==> config.mk <==
export PLATFORM = sky130hd
export DESIGN_NAME = tz_rule_string_parser
export DESIGN_NICKNAME = d
export VERILOG_FILES = /design/src/design/tzrsp_pkg.sv /design/src/design/tz_rule_string_parser.sv
export SDC_FILE = /design/constraint.sdc
export NUM_CORES = 2
export LEC_CHECK = 0
export BUFFER_PORTS_ARGS = -buffer_cell sky130_fd_sc_hd__buf_2
export CAP_MARGIN = 20
export CELL_PAD_IN_SITES_DETAIL_PLACEMENT = 0
export CELL_PAD_IN_SITES_GLOBAL_PLACEMENT = 1
export CORE_ASPECT_RATIO = 0.75
export CORE_MARGIN = 3
export CORE_UTILIZATION = 54
export DETAILED_ROUTE_END_ITERATION = 8
export PLACE_DENSITY = 0.86
export SYNTH_ARGS = -nofsm -noshare
export SYNTH_HDL_FRONTEND = slang
export SYNTH_SLANG_ARGS = --single-unit
==> constraint.sdc <==
create_clock -name clk -period 22.8 [get_ports clk]
set_clock_uncertainty 0.2 [all_clocks]
set_input_delay 3.42 -clock clk [delete_from_list [all_inputs] [get_ports clk]]
set_output_delay 3.42 -clock clk [all_outputs]
set_load 0.01 [all_outputs]
==> src/design/tzrsp_pkg.sv <==
// ----------------------------------------------------------------------------
// tzrsp_pkg
// Types, character codes and constants of the timezone rule string parser.
// ----------------------------------------------------------------------------
`default_nettype none

package tzrsp_pkg;

  typedef enum logic [2:0] {
    PH_STD,
    PH_DST,
    PH_IGN,
    PH_ERR,
    PH_RULE,
    PH_OFS
  } phase_t;

  localparam logic [2:0] KIND_STD   = 3'd0;
  localparam logic [2:0] KIND_DST   = 3'd1;
  localparam logic [2:0] KIND_ZONE  = 3'd2;
  localparam logic [2:0] KIND_START = 3'd3;
  localparam logic [2:0] KIND_END   = 3'd4;

  localparam logic [1:0] RT_JULIAN0 = 2'd0;
  localparam logic [1:0] RT_JULIAN1 = 2'd1;
  localparam logic [1:0] RT_MWD     = 2'd2;

  localparam logic [7:0] CH_NUL   = 8'h00;
  localparam logic [7:0] CH_PLUS  = 8'h2B;
  localparam logic [7:0] CH_COMMA = 8'h2C;
  localparam logic [7:0] CH_MINUS = 8'h2D;
  localparam logic [7:0] CH_DOT   = 8'h2E;
  localparam logic [7:0] CH_SLASH = 8'h2F;
  localparam logic [7:0] CH_ZERO  = 8'h30;
  localparam logic [7:0] CH_NINE  = 8'h39;
  localparam logic [7:0] CH_COLON = 8'h3A;
  localparam logic [7:0] CH_UA    = 8'h41;
  localparam logic [7:0] CH_UJ    = 8'h4A;
  localparam logic [7:0] CH_UM    = 8'h4D;
  localparam logic [7:0] CH_UZ    = 8'h5A;
  localparam logic [7:0] CH_LA    = 8'h61;
  localparam logic [7:0] CH_LZ    = 8'h7A;
  localparam logic [7:0] CASE_GAP = 8'd32;

  localparam logic [15:0] NUM_SAT   = 16'd65535;
  localparam logic [16:0] DAY_SEC   = 17'd86400;
  localparam logic [11:0] HOUR_SEC  = 12'd3600;
  localparam logic [5:0]  MIN_SEC   = 6'd60;
  localparam logic [12:0] RULE_TIME = 13'd7200;
  localparam logic [11:0] DST_SHIFT = 12'd3600;
  localparam logic [15:0] JDAY_MAX  = 16'd365;
  localparam logic [15:0] MONTH_MAX = 16'd12;
  localparam logic [15:0] WEEK_MAX  = 16'd5;
  localparam logic [15:0] WDAY_MAX  = 16'd6;

  typedef struct packed {
    logic [1:0]         rtype;
    logic signed [29:0] roff;
    logic [3:0]         month;
    logic [2:0]         week;
    logic [2:0]         day;
  } rule_t;

  typedef struct packed {
    logic [2:0]         kind;
    logic [7:0]         name_char;
    logic               status;
    logic               daylight;
    logic signed [28:0] std_ofs;
    logic signed [28:0] dst_ofs;
    logic [1:0]         rtype;
    logic signed [29:0] roff;
    logic [3:0]         month;
    logic [2:0]         week;
    logic [2:0]         day;
    logic               last;
  } rec_t;

  function automatic logic [15:0] take_digit(logic [15:0] num, logic [7:0] ch);
    logic [19:0] v;
    v = 20'(num) * 20'd10 + 20'(ch[3:0]);
    return (v > 20'(NUM_SAT)) ? NUM_SAT : v[15:0];
  endfunction

endpackage

`default_nettype wire

==> src/design/tz_rule_string_parser.sv <==
// ----------------------------------------------------------------------------
// tz_rule_string_parser
// Parses a POSIX-style timezone string one character per beat and emits
// name letters, a zone record and, for daylight zones, two rule records.
// ----------------------------------------------------------------------------
// Latency: a record enters the output queue at the accepting edge and shows
//   on out_valid in the next cycle.
// Throughput: one character per cycle while the output queue holds at most
//   one entry; a terminator of a daylight zone queues three records and input
//   stalls until the 4-entry queue is back to one entry.
// Reset: synchronous, active low; parser returns to the start of the std name
//   and the output queue empties.
`default_nettype none

module tz_rule_string_parser #(
  parameter int NAME_MAX_LEN = 7
) (
  input  wire logic               clk,
  input  wire logic               rst_n,
  input  wire logic               in_valid,
  output logic                    in_ready,
  input  wire logic [7:0]         in_char_code,
  output logic                    out_valid,
  input  wire logic               out_ready,
  output logic [2:0]              out_record_kind,
  output logic [7:0]              out_name_char,
  output logic                    out_status,
  output logic                    out_daylight,
  output logic signed [28:0]      out_std_offset,
  output logic signed [28:0]      out_dst_offset,
  output logic [1:0]              out_rule_type,
  output logic signed [29:0]      out_rule_offset,
  output logic [3:0]              out_rule_month,
  output logic [2:0]              out_rule_week,
  output logic [2:0]              out_rule_day,
  output logic                    out_last
);

  localparam int CNT_W = $clog2(NAME_MAX_LEN + 1);
  localparam int QDEPTH = 4;
  localparam int QP_W = $clog2(QDEPTH);
  localparam int QC_W = $clog2(QDEPTH + 1);

  tzrsp_pkg::phase_t phase_r, phase_nxt;
  logic [CNT_W-1:0]  cnt_r, cnt_nxt;
  logic [15:0]       num_r, num_nxt;
  logic              seen_r, seen_nxt;
  logic              minus_r, minus_nxt;
  logic [15:0]       hour_r, hour_nxt;
  logic [15:0]       min_r, min_nxt;
  logic signed [28:0] std_r, std_nxt;
  logic signed [28:0] dst_r, dst_nxt;
  logic              hd_r, hd_nxt;
  logic [1:0]        ctx_r, ctx_nxt;
  logic [1:0]        sub_r, sub_nxt;
  logic              ridx_r, ridx_nxt;
  logic              rnum_r, rnum_nxt;
  tzrsp_pkg::rule_t  rule_r [2];
  tzrsp_pkg::rule_t  rule_nxt [2];

  logic        acc;
  logic [7:0]  ch;
  logic        is_alpha, is_digit;
  logic [15:0] dig_num;
  logic [8:0]  day9;
  logic [29:0] day_sec;
  logic [15:0] h_sel, m_sel, s_sel;
  logic [28:0] tot_mag;
  logic signed [28:0] tot;

  logic        name_go;
  logic [2:0]  name_kind;
  logic        ofs0_go, ofs_begin;
  logic [1:0]  ofs_ctx;
  logic        fin_go, done_go, follow_go, follow_r, start_go, start_idx;
  logic        fail_go, end_go, end_valid;
  logic        fin_hd;
  logic signed [28:0] fin_std, fin_dst;
  tzrsp_pkg::rule_t fin_r0, fin_r1;

  tzrsp_pkg::rec_t push_rec [3];
  logic [1:0]      push_n;
  tzrsp_pkg::rec_t q_r [QDEPTH];
  logic [QP_W-1:0] wr_r, rd_r;
  logic [QC_W-1:0] qcnt_r;
  logic            pop;

  assign in_ready = qcnt_r <= QC_W'(QDEPTH - 3);
  assign acc      = in_valid && in_ready;
  assign ch       = in_char_code;
  assign is_alpha = (ch >= tzrsp_pkg::CH_UA && ch <= tzrsp_pkg::CH_UZ) ||
                    (ch >= tzrsp_pkg::CH_LA && ch <= tzrsp_pkg::CH_LZ);
  assign is_digit = ch >= tzrsp_pkg::CH_ZERO && ch <= tzrsp_pkg::CH_NINE;
  assign dig_num  = tzrsp_pkg::take_digit(num_r, ch);

  assign day9    = (rule_r[ridx_r].rtype == tzrsp_pkg::RT_JULIAN1) ? num_r[8:0]
                                                                   : num_r[8:0] - 9'd1;
  assign day_sec = 30'(day9) * 30'(tzrsp_pkg::DAY_SEC);

  assign h_sel   = (sub_r == 2'd1) ? num_r : hour_r;
  assign m_sel   = (sub_r == 2'd2) ? num_r : min_r;
  assign s_sel   = (sub_r == 2'd3) ? num_r : 16'd0;
  assign tot_mag = 29'(h_sel) * 29'(tzrsp_pkg::HOUR_SEC) +
                   29'(m_sel) * 29'(tzrsp_pkg::MIN_SEC) + 29'(s_sel);
  assign tot     = minus_r ? -$signed(tot_mag) : $signed(tot_mag);

  always_comb begin
    phase_nxt = phase_r;  cnt_nxt = cnt_r;    num_nxt = num_r;   seen_nxt = seen_r;
    minus_nxt = minus_r;  hour_nxt = hour_r;  min_nxt = min_r;   std_nxt = std_r;
    dst_nxt = dst_r;      hd_nxt = hd_r;      ctx_nxt = ctx_r;   sub_nxt = sub_r;
    ridx_nxt = ridx_r;    rnum_nxt = rnum_r;
    rule_nxt[0] = rule_r[0];
    rule_nxt[1] = rule_r[1];
    name_go = 1'b0;  name_kind = tzrsp_pkg::KIND_STD;
    ofs0_go = 1'b0;  ofs_begin = 1'b0;  ofs_ctx = 2'd0;
    fin_go = 1'b0;   done_go = 1'b0;    follow_go = 1'b0;  follow_r = 1'b0;
    start_go = 1'b0; start_idx = 1'b0;  fail_go = 1'b0;
    end_go = 1'b0;   end_valid = 1'b0;
    fin_hd = 1'b0;   fin_std = '0;      fin_dst = '0;
    fin_r0 = '0;     fin_r1 = '0;

    if (acc) begin
      unique case (phase_r)
        tzrsp_pkg::PH_STD: begin
          if (is_alpha && cnt_r < CNT_W'(NAME_MAX_LEN)) begin
            cnt_nxt = cnt_r + CNT_W'(1);
            name_go = 1'b1;
            name_kind = tzrsp_pkg::KIND_STD;
          end else if (cnt_r == '0) begin
            fail_go = 1'b1;
          end else begin
            ofs0_go = 1'b1;
            ofs_begin = 1'b1;
            ofs_ctx = 2'd0;
          end
        end
        tzrsp_pkg::PH_DST: begin
          if (is_alpha && cnt_r < CNT_W'(NAME_MAX_LEN)) begin
            cnt_nxt = cnt_r + CNT_W'(1);
            name_go = 1'b1;
            name_kind = tzrsp_pkg::KIND_DST;
          end else begin
            ofs0_go = 1'b1;
            ofs_begin = 1'b1;
            ofs_ctx = 2'd1;
          end
        end
        tzrsp_pkg::PH_IGN: begin
          if (ch == tzrsp_pkg::CH_NUL) begin
            end_go = 1'b1;
            end_valid = 1'b1;
          end
        end
        tzrsp_pkg::PH_RULE: begin
          if (!rnum_r) begin
            rnum_nxt = 1'b1;
            if (ch == tzrsp_pkg::CH_UJ) begin
              rule_nxt[ridx_r].rtype = tzrsp_pkg::RT_JULIAN1;
            end else if (ch == tzrsp_pkg::CH_UM) begin
              rule_nxt[ridx_r].rtype = tzrsp_pkg::RT_MWD;
            end else if (is_digit) begin
              rule_nxt[ridx_r].rtype = tzrsp_pkg::RT_JULIAN0;
              num_nxt = dig_num;
              seen_nxt = 1'b1;
            end else begin
              fail_go = 1'b1;
            end
          end else if (is_digit) begin
            num_nxt = dig_num;
            seen_nxt = 1'b1;
          end else if (!seen_r) begin
            fail_go = 1'b1;
          end else if (rule_r[ridx_r].rtype == tzrsp_pkg::RT_JULIAN1) begin
            if (num_r > tzrsp_pkg::JDAY_MAX) begin
              fail_go = 1'b1;
            end else begin
              rule_nxt[ridx_r].roff = $signed(day_sec);
              done_go = 1'b1;
            end
          end else if (rule_r[ridx_r].rtype == tzrsp_pkg::RT_JULIAN0) begin
            if (num_r < 16'd1 || num_r > tzrsp_pkg::JDAY_MAX) begin
              fail_go = 1'b1;
            end else begin
              rule_nxt[ridx_r].roff = $signed(day_sec);
              done_go = 1'b1;
            end
          end else if (rule_r[ridx_r].month == 4'd0) begin
            if (num_r < 16'd1 || num_r > tzrsp_pkg::MONTH_MAX ||
                ch != tzrsp_pkg::CH_DOT) begin
              fail_go = 1'b1;
            end else begin
              rule_nxt[ridx_r].month = num_r[3:0];
              num_nxt = '0;
              seen_nxt = 1'b0;
            end
          end else if (rule_r[ridx_r].week == 3'd0) begin
            if (num_r < 16'd1 || num_r > tzrsp_pkg::WEEK_MAX ||
                ch != tzrsp_pkg::CH_DOT) begin
              fail_go = 1'b1;
            end else begin
              rule_nxt[ridx_r].week = num_r[2:0];
              num_nxt = '0;
              seen_nxt = 1'b0;
            end
          end else begin
            if (num_r > tzrsp_pkg::WDAY_MAX) begin
              fail_go = 1'b1;
            end else begin
              rule_nxt[ridx_r].day = num_r[2:0];
              done_go = 1'b1;
            end
          end
        end
        tzrsp_pkg::PH_OFS: begin
          ofs_ctx = ctx_r;
          if (sub_r == 2'd0) begin
            ofs0_go = 1'b1;
          end else if (is_digit) begin
            num_nxt = dig_num;
            seen_nxt = 1'b1;
          end else if (!seen_r) begin
            fail_go = 1'b1;
          end else if (sub_r == 2'd1) begin
            hour_nxt = num_r;
            if (ch == tzrsp_pkg::CH_COLON) begin
              sub_nxt = 2'd2;
              num_nxt = '0;
              seen_nxt = 1'b0;
            end else begin
              fin_go = 1'b1;
            end
          end else if (sub_r == 2'd2) begin
            min_nxt = num_r;
            if (ch == tzrsp_pkg::CH_COLON) begin
              sub_nxt = 2'd3;
              num_nxt = '0;
              seen_nxt = 1'b0;
            end else begin
              fin_go = 1'b1;
            end
          end else begin
            fin_go = 1'b1;
          end
        end
        default: begin
          fail_go = 1'b1;
        end
      endcase
    end

    if (ofs0_go) begin
      if (ofs_begin) begin
        phase_nxt = tzrsp_pkg::PH_OFS;
        ctx_nxt = ofs_ctx;
        sub_nxt = 2'd0;
        num_nxt = '0;
        seen_nxt = 1'b0;
        minus_nxt = 1'b0;
        hour_nxt = '0;
        min_nxt = '0;
      end
      if (ch == tzrsp_pkg::CH_PLUS) begin
        sub_nxt = 2'd1;
      end else if (ch == tzrsp_pkg::CH_MINUS) begin
        minus_nxt = 1'b1;
        sub_nxt = 2'd1;
      end else if (is_digit) begin
        num_nxt = 16'(ch[3:0]);
        seen_nxt = 1'b1;
        sub_nxt = 2'd1;
      end else if (ofs_ctx == 2'd1) begin
        dst_nxt = std_r - 29'(tzrsp_pkg::DST_SHIFT);
        if (ch == tzrsp_pkg::CH_COMMA) begin
          start_go = 1'b1;
          start_idx = 1'b0;
        end else begin
          fail_go = 1'b1;
        end
      end else begin
        fail_go = 1'b1;
      end
    end

    if (fin_go) begin
      unique case (ofs_ctx)
        2'd0: begin
          std_nxt = tot;
          if (is_alpha) begin
            hd_nxt = 1'b1;
            phase_nxt = tzrsp_pkg::PH_DST;
            cnt_nxt = CNT_W'(1);
            name_go = 1'b1;
            name_kind = tzrsp_pkg::KIND_DST;
          end else if (ch == tzrsp_pkg::CH_NUL) begin
            end_go = 1'b1;
            end_valid = 1'b1;
          end else begin
            phase_nxt = tzrsp_pkg::PH_IGN;
          end
        end
        2'd1: begin
          dst_nxt = tot;
          if (ch == tzrsp_pkg::CH_COMMA) begin
            start_go = 1'b1;
            start_idx = 1'b0;
          end else begin
            fail_go = 1'b1;
          end
        end
        default: begin
          rule_nxt[ofs_ctx[0]].roff = rule_r[ofs_ctx[0]].roff + 30'(tot);
          follow_go = 1'b1;
          follow_r = ofs_ctx[0];
        end
      endcase
    end

    if (done_go) begin
      if (ch == tzrsp_pkg::CH_SLASH) begin
        phase_nxt = tzrsp_pkg::PH_OFS;
        ctx_nxt = {1'b1, ridx_r};
        sub_nxt = 2'd0;
        num_nxt = '0;
        seen_nxt = 1'b0;
        minus_nxt = 1'b0;
        hour_nxt = '0;
        min_nxt = '0;
      end else begin
        rule_nxt[ridx_r].roff = rule_nxt[ridx_r].roff + 30'(tzrsp_pkg::RULE_TIME);
        follow_go = 1'b1;
        follow_r = ridx_r;
      end
    end

    if (follow_go) begin
      if (!follow_r) begin
        if (ch == tzrsp_pkg::CH_COMMA) begin
          start_go = 1'b1;
          start_idx = 1'b1;
        end else begin
          fail_go = 1'b1;
        end
      end else if (ch == tzrsp_pkg::CH_NUL) begin
        end_go = 1'b1;
        end_valid = 1'b1;
      end else begin
        fail_go = 1'b1;
      end
    end

    if (start_go) begin
      phase_nxt = tzrsp_pkg::PH_RULE;
      ridx_nxt = start_idx;
      rnum_nxt = 1'b0;
      rule_nxt[start_idx] = '0;
      num_nxt = '0;
      seen_nxt = 1'b0;
    end

    if (fail_go) begin
      if (ch == tzrsp_pkg::CH_NUL) begin
        end_go = 1'b1;
        end_valid = 1'b0;
      end else begin
        phase_nxt = tzrsp_pkg::PH_ERR;
      end
    end

    if (end_go) begin
      fin_hd = hd_nxt;
      fin_std = std_nxt;
      fin_dst = dst_nxt;
      fin_r0 = rule_nxt[0];
      fin_r1 = rule_nxt[1];
      phase_nxt = tzrsp_pkg::PH_STD;
      cnt_nxt = '0;
      hd_nxt = 1'b0;
    end
  end

  always_comb begin
    push_rec[0] = '0;
    push_rec[1] = '0;
    push_rec[2] = '0;
    push_n = 2'd0;
    if (name_go) begin
      push_rec[0].kind = name_kind;
      push_rec[0].name_char = (ch >= tzrsp_pkg::CH_LA && ch <= tzrsp_pkg::CH_LZ) ?
                              ch - tzrsp_pkg::CASE_GAP : ch;
      push_n = 2'd1;
    end else if (end_go) begin
      push_rec[0].kind = tzrsp_pkg::KIND_ZONE;
      push_rec[0].status = !end_valid;
      push_rec[0].daylight = end_valid && fin_hd;
      push_rec[0].std_ofs = end_valid ? fin_std : '0;
      push_rec[0].dst_ofs = (end_valid && fin_hd) ? fin_dst : '0;
      push_rec[0].last = !(end_valid && fin_hd);
      push_rec[1].kind = tzrsp_pkg::KIND_START;
      push_rec[1].rtype = fin_r0.rtype;
      push_rec[1].roff = fin_r0.roff;
      push_rec[1].month = fin_r0.month;
      push_rec[1].week = fin_r0.week;
      push_rec[1].day = fin_r0.day;
      push_rec[2].kind = tzrsp_pkg::KIND_END;
      push_rec[2].rtype = fin_r1.rtype;
      push_rec[2].roff = fin_r1.roff;
      push_rec[2].month = fin_r1.month;
      push_rec[2].week = fin_r1.week;
      push_rec[2].day = fin_r1.day;
      push_rec[2].last = 1'b1;
      push_n = (end_valid && fin_hd) ? 2'd3 : 2'd1;
    end
  end

  always_ff @(posedge clk) begin
    if (!rst_n) begin
      phase_r <= tzrsp_pkg::PH_STD;
      cnt_r <= '0;
      hd_r <= 1'b0;
      minus_r <= 1'b0;
      seen_r <= 1'b0;
      num_r <= '0;
      hour_r <= '0;
      min_r <= '0;
      ctx_r <= '0;
      sub_r <= '0;
      ridx_r <= 1'b0;
      rnum_r <= 1'b0;
    end else begin
      phase_r <= phase_nxt;
      cnt_r <= cnt_nxt;
      hd_r <= hd_nxt;
      minus_r <= minus_nxt;
      seen_r <= seen_nxt;
      num_r <= num_nxt;
      hour_r <= hour_nxt;
      min_r <= min_nxt;
      ctx_r <= ctx_nxt;
      sub_r <= sub_nxt;
      ridx_r <= ridx_nxt;
      rnum_r <= rnum_nxt;
    end
  end

  always_ff @(posedge clk) begin
    std_r <= std_nxt;
    dst_r <= dst_nxt;
    rule_r[0] <= rule_nxt[0];
    rule_r[1] <= rule_nxt[1];
  end

  assign out_valid = qcnt_r != '0;
  assign pop = out_valid && out_ready;

  always_ff @(posedge clk) begin
    if (!rst_n) begin
      wr_r <= '0;
      rd_r <= '0;
      qcnt_r <= '0;
    end else begin
      wr_r <= wr_r + QP_W'(push_n);
      rd_r <= rd_r + QP_W'(pop);
      qcnt_r <= qcnt_r + QC_W'(push_n) - QC_W'(pop);
    end
  end

  always_ff @(posedge clk) begin
    for (int i = 0; i < 3; i++) begin
      if (QC_W'(i) < QC_W'(push_n)) begin
        q_r[wr_r + QP_W'(i)] <= push_rec[i];
      end
    end
  end

  assign out_record_kind = q_r[rd_r].kind;
  assign out_name_char   = q_r[rd_r].name_char;
  assign out_status      = q_r[rd_r].status;
  assign out_daylight    = q_r[rd_r].daylight;
  assign out_std_offset  = q_r[rd_r].std_ofs;
  assign out_dst_offset  = q_r[rd_r].dst_ofs;
  assign out_rule_type   = q_r[rd_r].rtype;
  assign out_rule_offset = q_r[rd_r].roff;
  assign out_rule_month  = q_r[rd_r].month;
  assign out_rule_week   = q_r[rd_r].week;
  assign out_rule_day    = q_r[rd_r].day;
  assign out_last        = q_r[rd_r].last;

  a_qcnt_bound: assert property (@(posedge clk) disable iff (!rst_n)
    qcnt_r <= QC_W'(QDEPTH))
    else $error("output queue overflow");

  a_name_bound: assert property (@(posedge clk) disable iff (!rst_n)
    cnt_r <= CNT_W'(NAME_MAX_LEN))
    else $error("name count beyond limit");

  a_end_follows: assert property (@(posedge clk) disable iff (!rst_n)
    out_valid && out_ready && out_record_kind == tzrsp_pkg::KIND_START |=>
    out_valid && out_record_kind == tzrsp_pkg::KIND_END)
    else $error("end rule does not follow start rule");

  a_bad_zone: assert property (@(posedge clk) disable iff (!rst_n)
    out_valid && out_record_kind == tzrsp_pkg::KIND_ZONE && out_status |->
    !out_daylight && out_last)
    else $error("invalid zone carries daylight");

endmodule

`default_nettype wire
==> reports/qor.csv <==
metric,value,unit
Ys Warns,0,
post-synth cell types,113,
placed cells,5421,
CP Capture Type,flop,
Layout area overhead,8.80,%
clock root buffer,clkbuf_16,
Worst Path Max Fanout,18,
final worst-path cycle share,53.3,%
Mapped Cells,4474,
Worst Min Path Start,q_r[1][56],
fin. max-slew vios,0,
met1 Use GR,47.2,%
layout net count,4798,
"Remaining Overflow, GRT",0,
xor and xnor area share after synthesis,4.60,%
first-pass GRT wire length,196000,microns
most frequent cell after synthesis,dfxtp_1,
Slew HR,23.7,%
FMAX,82.3,MHz
drt initial violations,3803,
Worst R2R Start,sub_r[0],
Setup-failing EPs final,0,
die height,246,microns
Startpoint Class,flop,
"Top FF cell, synth",dfxtp_1,
met3 Use GR,6.60,%
drt pass-1 iters,6,
category of the critical setup timing path,flop to flop,
DRC viols,0,
Leak Pwr,19.1,nW
number of port buffers,127,
filler cell count in the final layout,6567,
Worst Hold Path EP,q_r[1][56],
Wirelength per Cell,22.7,microns
total track usage,31.2,%
cts hold-fix bufs,0,
post-synthesis sequential area ratio,36.5,%
Hold Path Cell Cnt,2,
Hold WC Path Type,flop to flop,
MaxCap Viol Count,0,
# H-tree levels,3,
Routed Antenna Nets,0,
peak supply drop,0.0637,mV
CTS resizes,0,
CORE AREA,75700,sq um
Initial Util,54.8,%
Die X-Extent,326,microns
post-synth top area cell,dfxtp_1,
grt peak-use layer,met1,
ranking of synthesized cells by area,"dfxtp_1 24%, edfxtp_1 13%, ha_1 7.4%, mux4_2 6.2%, nand2_1 4.4%",
RSZ-0062 raised after global routing,false,
grt met2 use,45.1,%
final critical-path required period,12140,ps
Critical Path Max Stage Delay,760,ps
Clock transition at path regs,60,ps
synthesized area per cell,9.27,sq um
compound-gate portion of the synthesized area,18.3,%
simple-gate portion of the synthesized area,14.7,%
Worst R2R End,q_r[2][39],
IO Count,128,
final wirelength,126000,microns
Post-Syn Area,41500,sq um
Max clock buf depth,3,
number of synthesized register bits,669,
first element of the critical path,sub_r[0],
post-CTS setup buffers,0,
"Hold Vio Cnt, Final",0,
R2R Setup Slk,10660,ps
"EDFF count, synth",176,
TNS Setup,0,ps
multiplexer share of the synthesized area,9.71,%
CP max stage cell,nand2b_1,
vias in the first global route,32300,
pin count of the biggest net entering global routing,86,
initial antenna violation count,1,
TritonCTS clock tree,done,
routability cong.,0.947,
total number of vias,34600,
worst skew pair latency,620,ps
post-synth top area share,23.8,%
combinational family with the most area after synthesis,compound AO/OA/AOI/OAI gates,
worst slew pin tran,1140,ps
asr flop ratio synth,0,%
status,"complete, no violations",
WP data arrival,12260,ps
clk sinks,669,
Reg2Reg Depth,42,
DR vias/cell,6.24,
Synth Area in Adders,10.9,%
CTS Buf Count,68,
share of layout cells above drive strength 1,12.3,%
Power Density,63.5,nW/um^2
Critical Path RT,22910,ps
row count,87,
die area,80200,sq um
DP Wirelength,89700,microns
Non-Filler Instances,5547,
syn nets,4801,
list of most frequent post-synthesis cells,"493 x dfxtp_1, 483 x nand2_1, 334 x nor2_1, 290 x inv_1, 279 x a21oi_1",
==> worst max path at each step <==
stage / to / cells past startpoint / slack, ps
finish: q_r[2][39] / 42 / 10660
global route: q_r[2][39] / 42 / 9870
CTS: q_r[2][39] / 42 / 10870
detailed placement: q_r[2][39] / 42 / 10970
global placement: q_r[2][39] / 38 / 11220
floorplan: q_r[0][40] / 45 / 12160
==> sequential cells by signal, indices dropped and copies added, names as in the netlist, 3 cells and up, named ones only <==
| name | count |
|---|---|
| rule_r | 84 |
| dst_r | 29 |
| num_r | 16 |
| std_r | 29 |
| hour_r | 16 |
| qcnt_r | 3 |
| min_r | 16 |
| phase_r | 3 |
| q_r | 456 |
| cnt_r | 3 |
==> placed cells by master, fill, tap and decap left out, drive strengths merged, types with 14 or more instances in the layout <==
cell / count
a211oi: 62
a21o: 39
a21oi: 284
a22o: 83
a22oi: 14
a31oi: 23
and2: 60
and3: 34
buf: 199
clkbuf: 104
dfxtp: 493
edfxtp: 176
fa: 69
ha: 246
inv: 299
mux2: 61
mux2i: 75
mux4: 115
nand2: 483
nand2b: 34
nand3: 108
nand4: 23
nor2: 339
nor2b: 24
nor3: 89
nor4: 22
o211ai: 26
o21a: 30
o21ai: 208
o21bai: 24
o22ai: 164
o2bb2ai: 66
o31ai: 15
or2: 15
or3: 23
xnor2: 114
xor2: 101
==> cell families (layout without fill, tap and decap cells) <==
group,Yosys count,in the layout
xor gates and xnor gates,215,215
other,0,1
adders and majority gates,319,319
AOI/OAI and AO/OA,1144,1144
buffers and inverters,570,619
muxes,251,251
DFF,669,669
and+or+nand+nor,1306,1306
==> power by group <==
group,switching (mW),internal (mW)
clock network,0.483,0.623
registers,0.0355,1.25
logic,0.277,0.194
total,0.795,2.07
==> worst max-delay path: cells and delay by family, from the launching register on <==
| kind | cells | cell delay, ps |
|---|---|---|
| mux | 2 | 990 |
| xor+xnor | 4 | 1040 |
| compound gates | 23 | 4510 |
| simple gates | 5 | 1790 |
| flops | 1 | 480 |
| buf+inv | 2 | 290 |
| fa+ha+maj | 6 | 2510 |
==> per-stage QoR <==
stage               total power [mW]  setup slack, ps  cell area [sq um]  hold slack [ps]  utilization (%)
global placement                1.77            11220              42900              237             56.7
finish                          2.86            10660              45100              244             59.6
CTS                             2.87            10870              45100              248             59.6
floorplan                       1.62            12160              41500              220                -
detailed placement              1.78            10970              42900              240             56.7
global route                    2.96             9870              45100              266             59.6
==> metal layers <==
metal	vias up	part of all wire (%)
li1	16200	-
met1	16800	46
met2	1511	42
met3	159	9.7
met4	0	2.3
met5	-	0
==> cell type report <==
class / count / area [sq um] / area share, %
diodes: 1 / 2.50 / 0.00555
clock buffers: 104 / 1970 / 4.36
clock inverters: 18 / 199 / 0.441
inverters: 298 / 1120 / 2.48
multi-input cells: 3235 / 24200 / 53.6
flip-flops and latches: 669 / 15200 / 33.6
well taps: 1023 / 1280 / 2.84
repair buffers: 199 / 1190 / 2.63
Note: power is estimated with default switching activity, not from simulation.
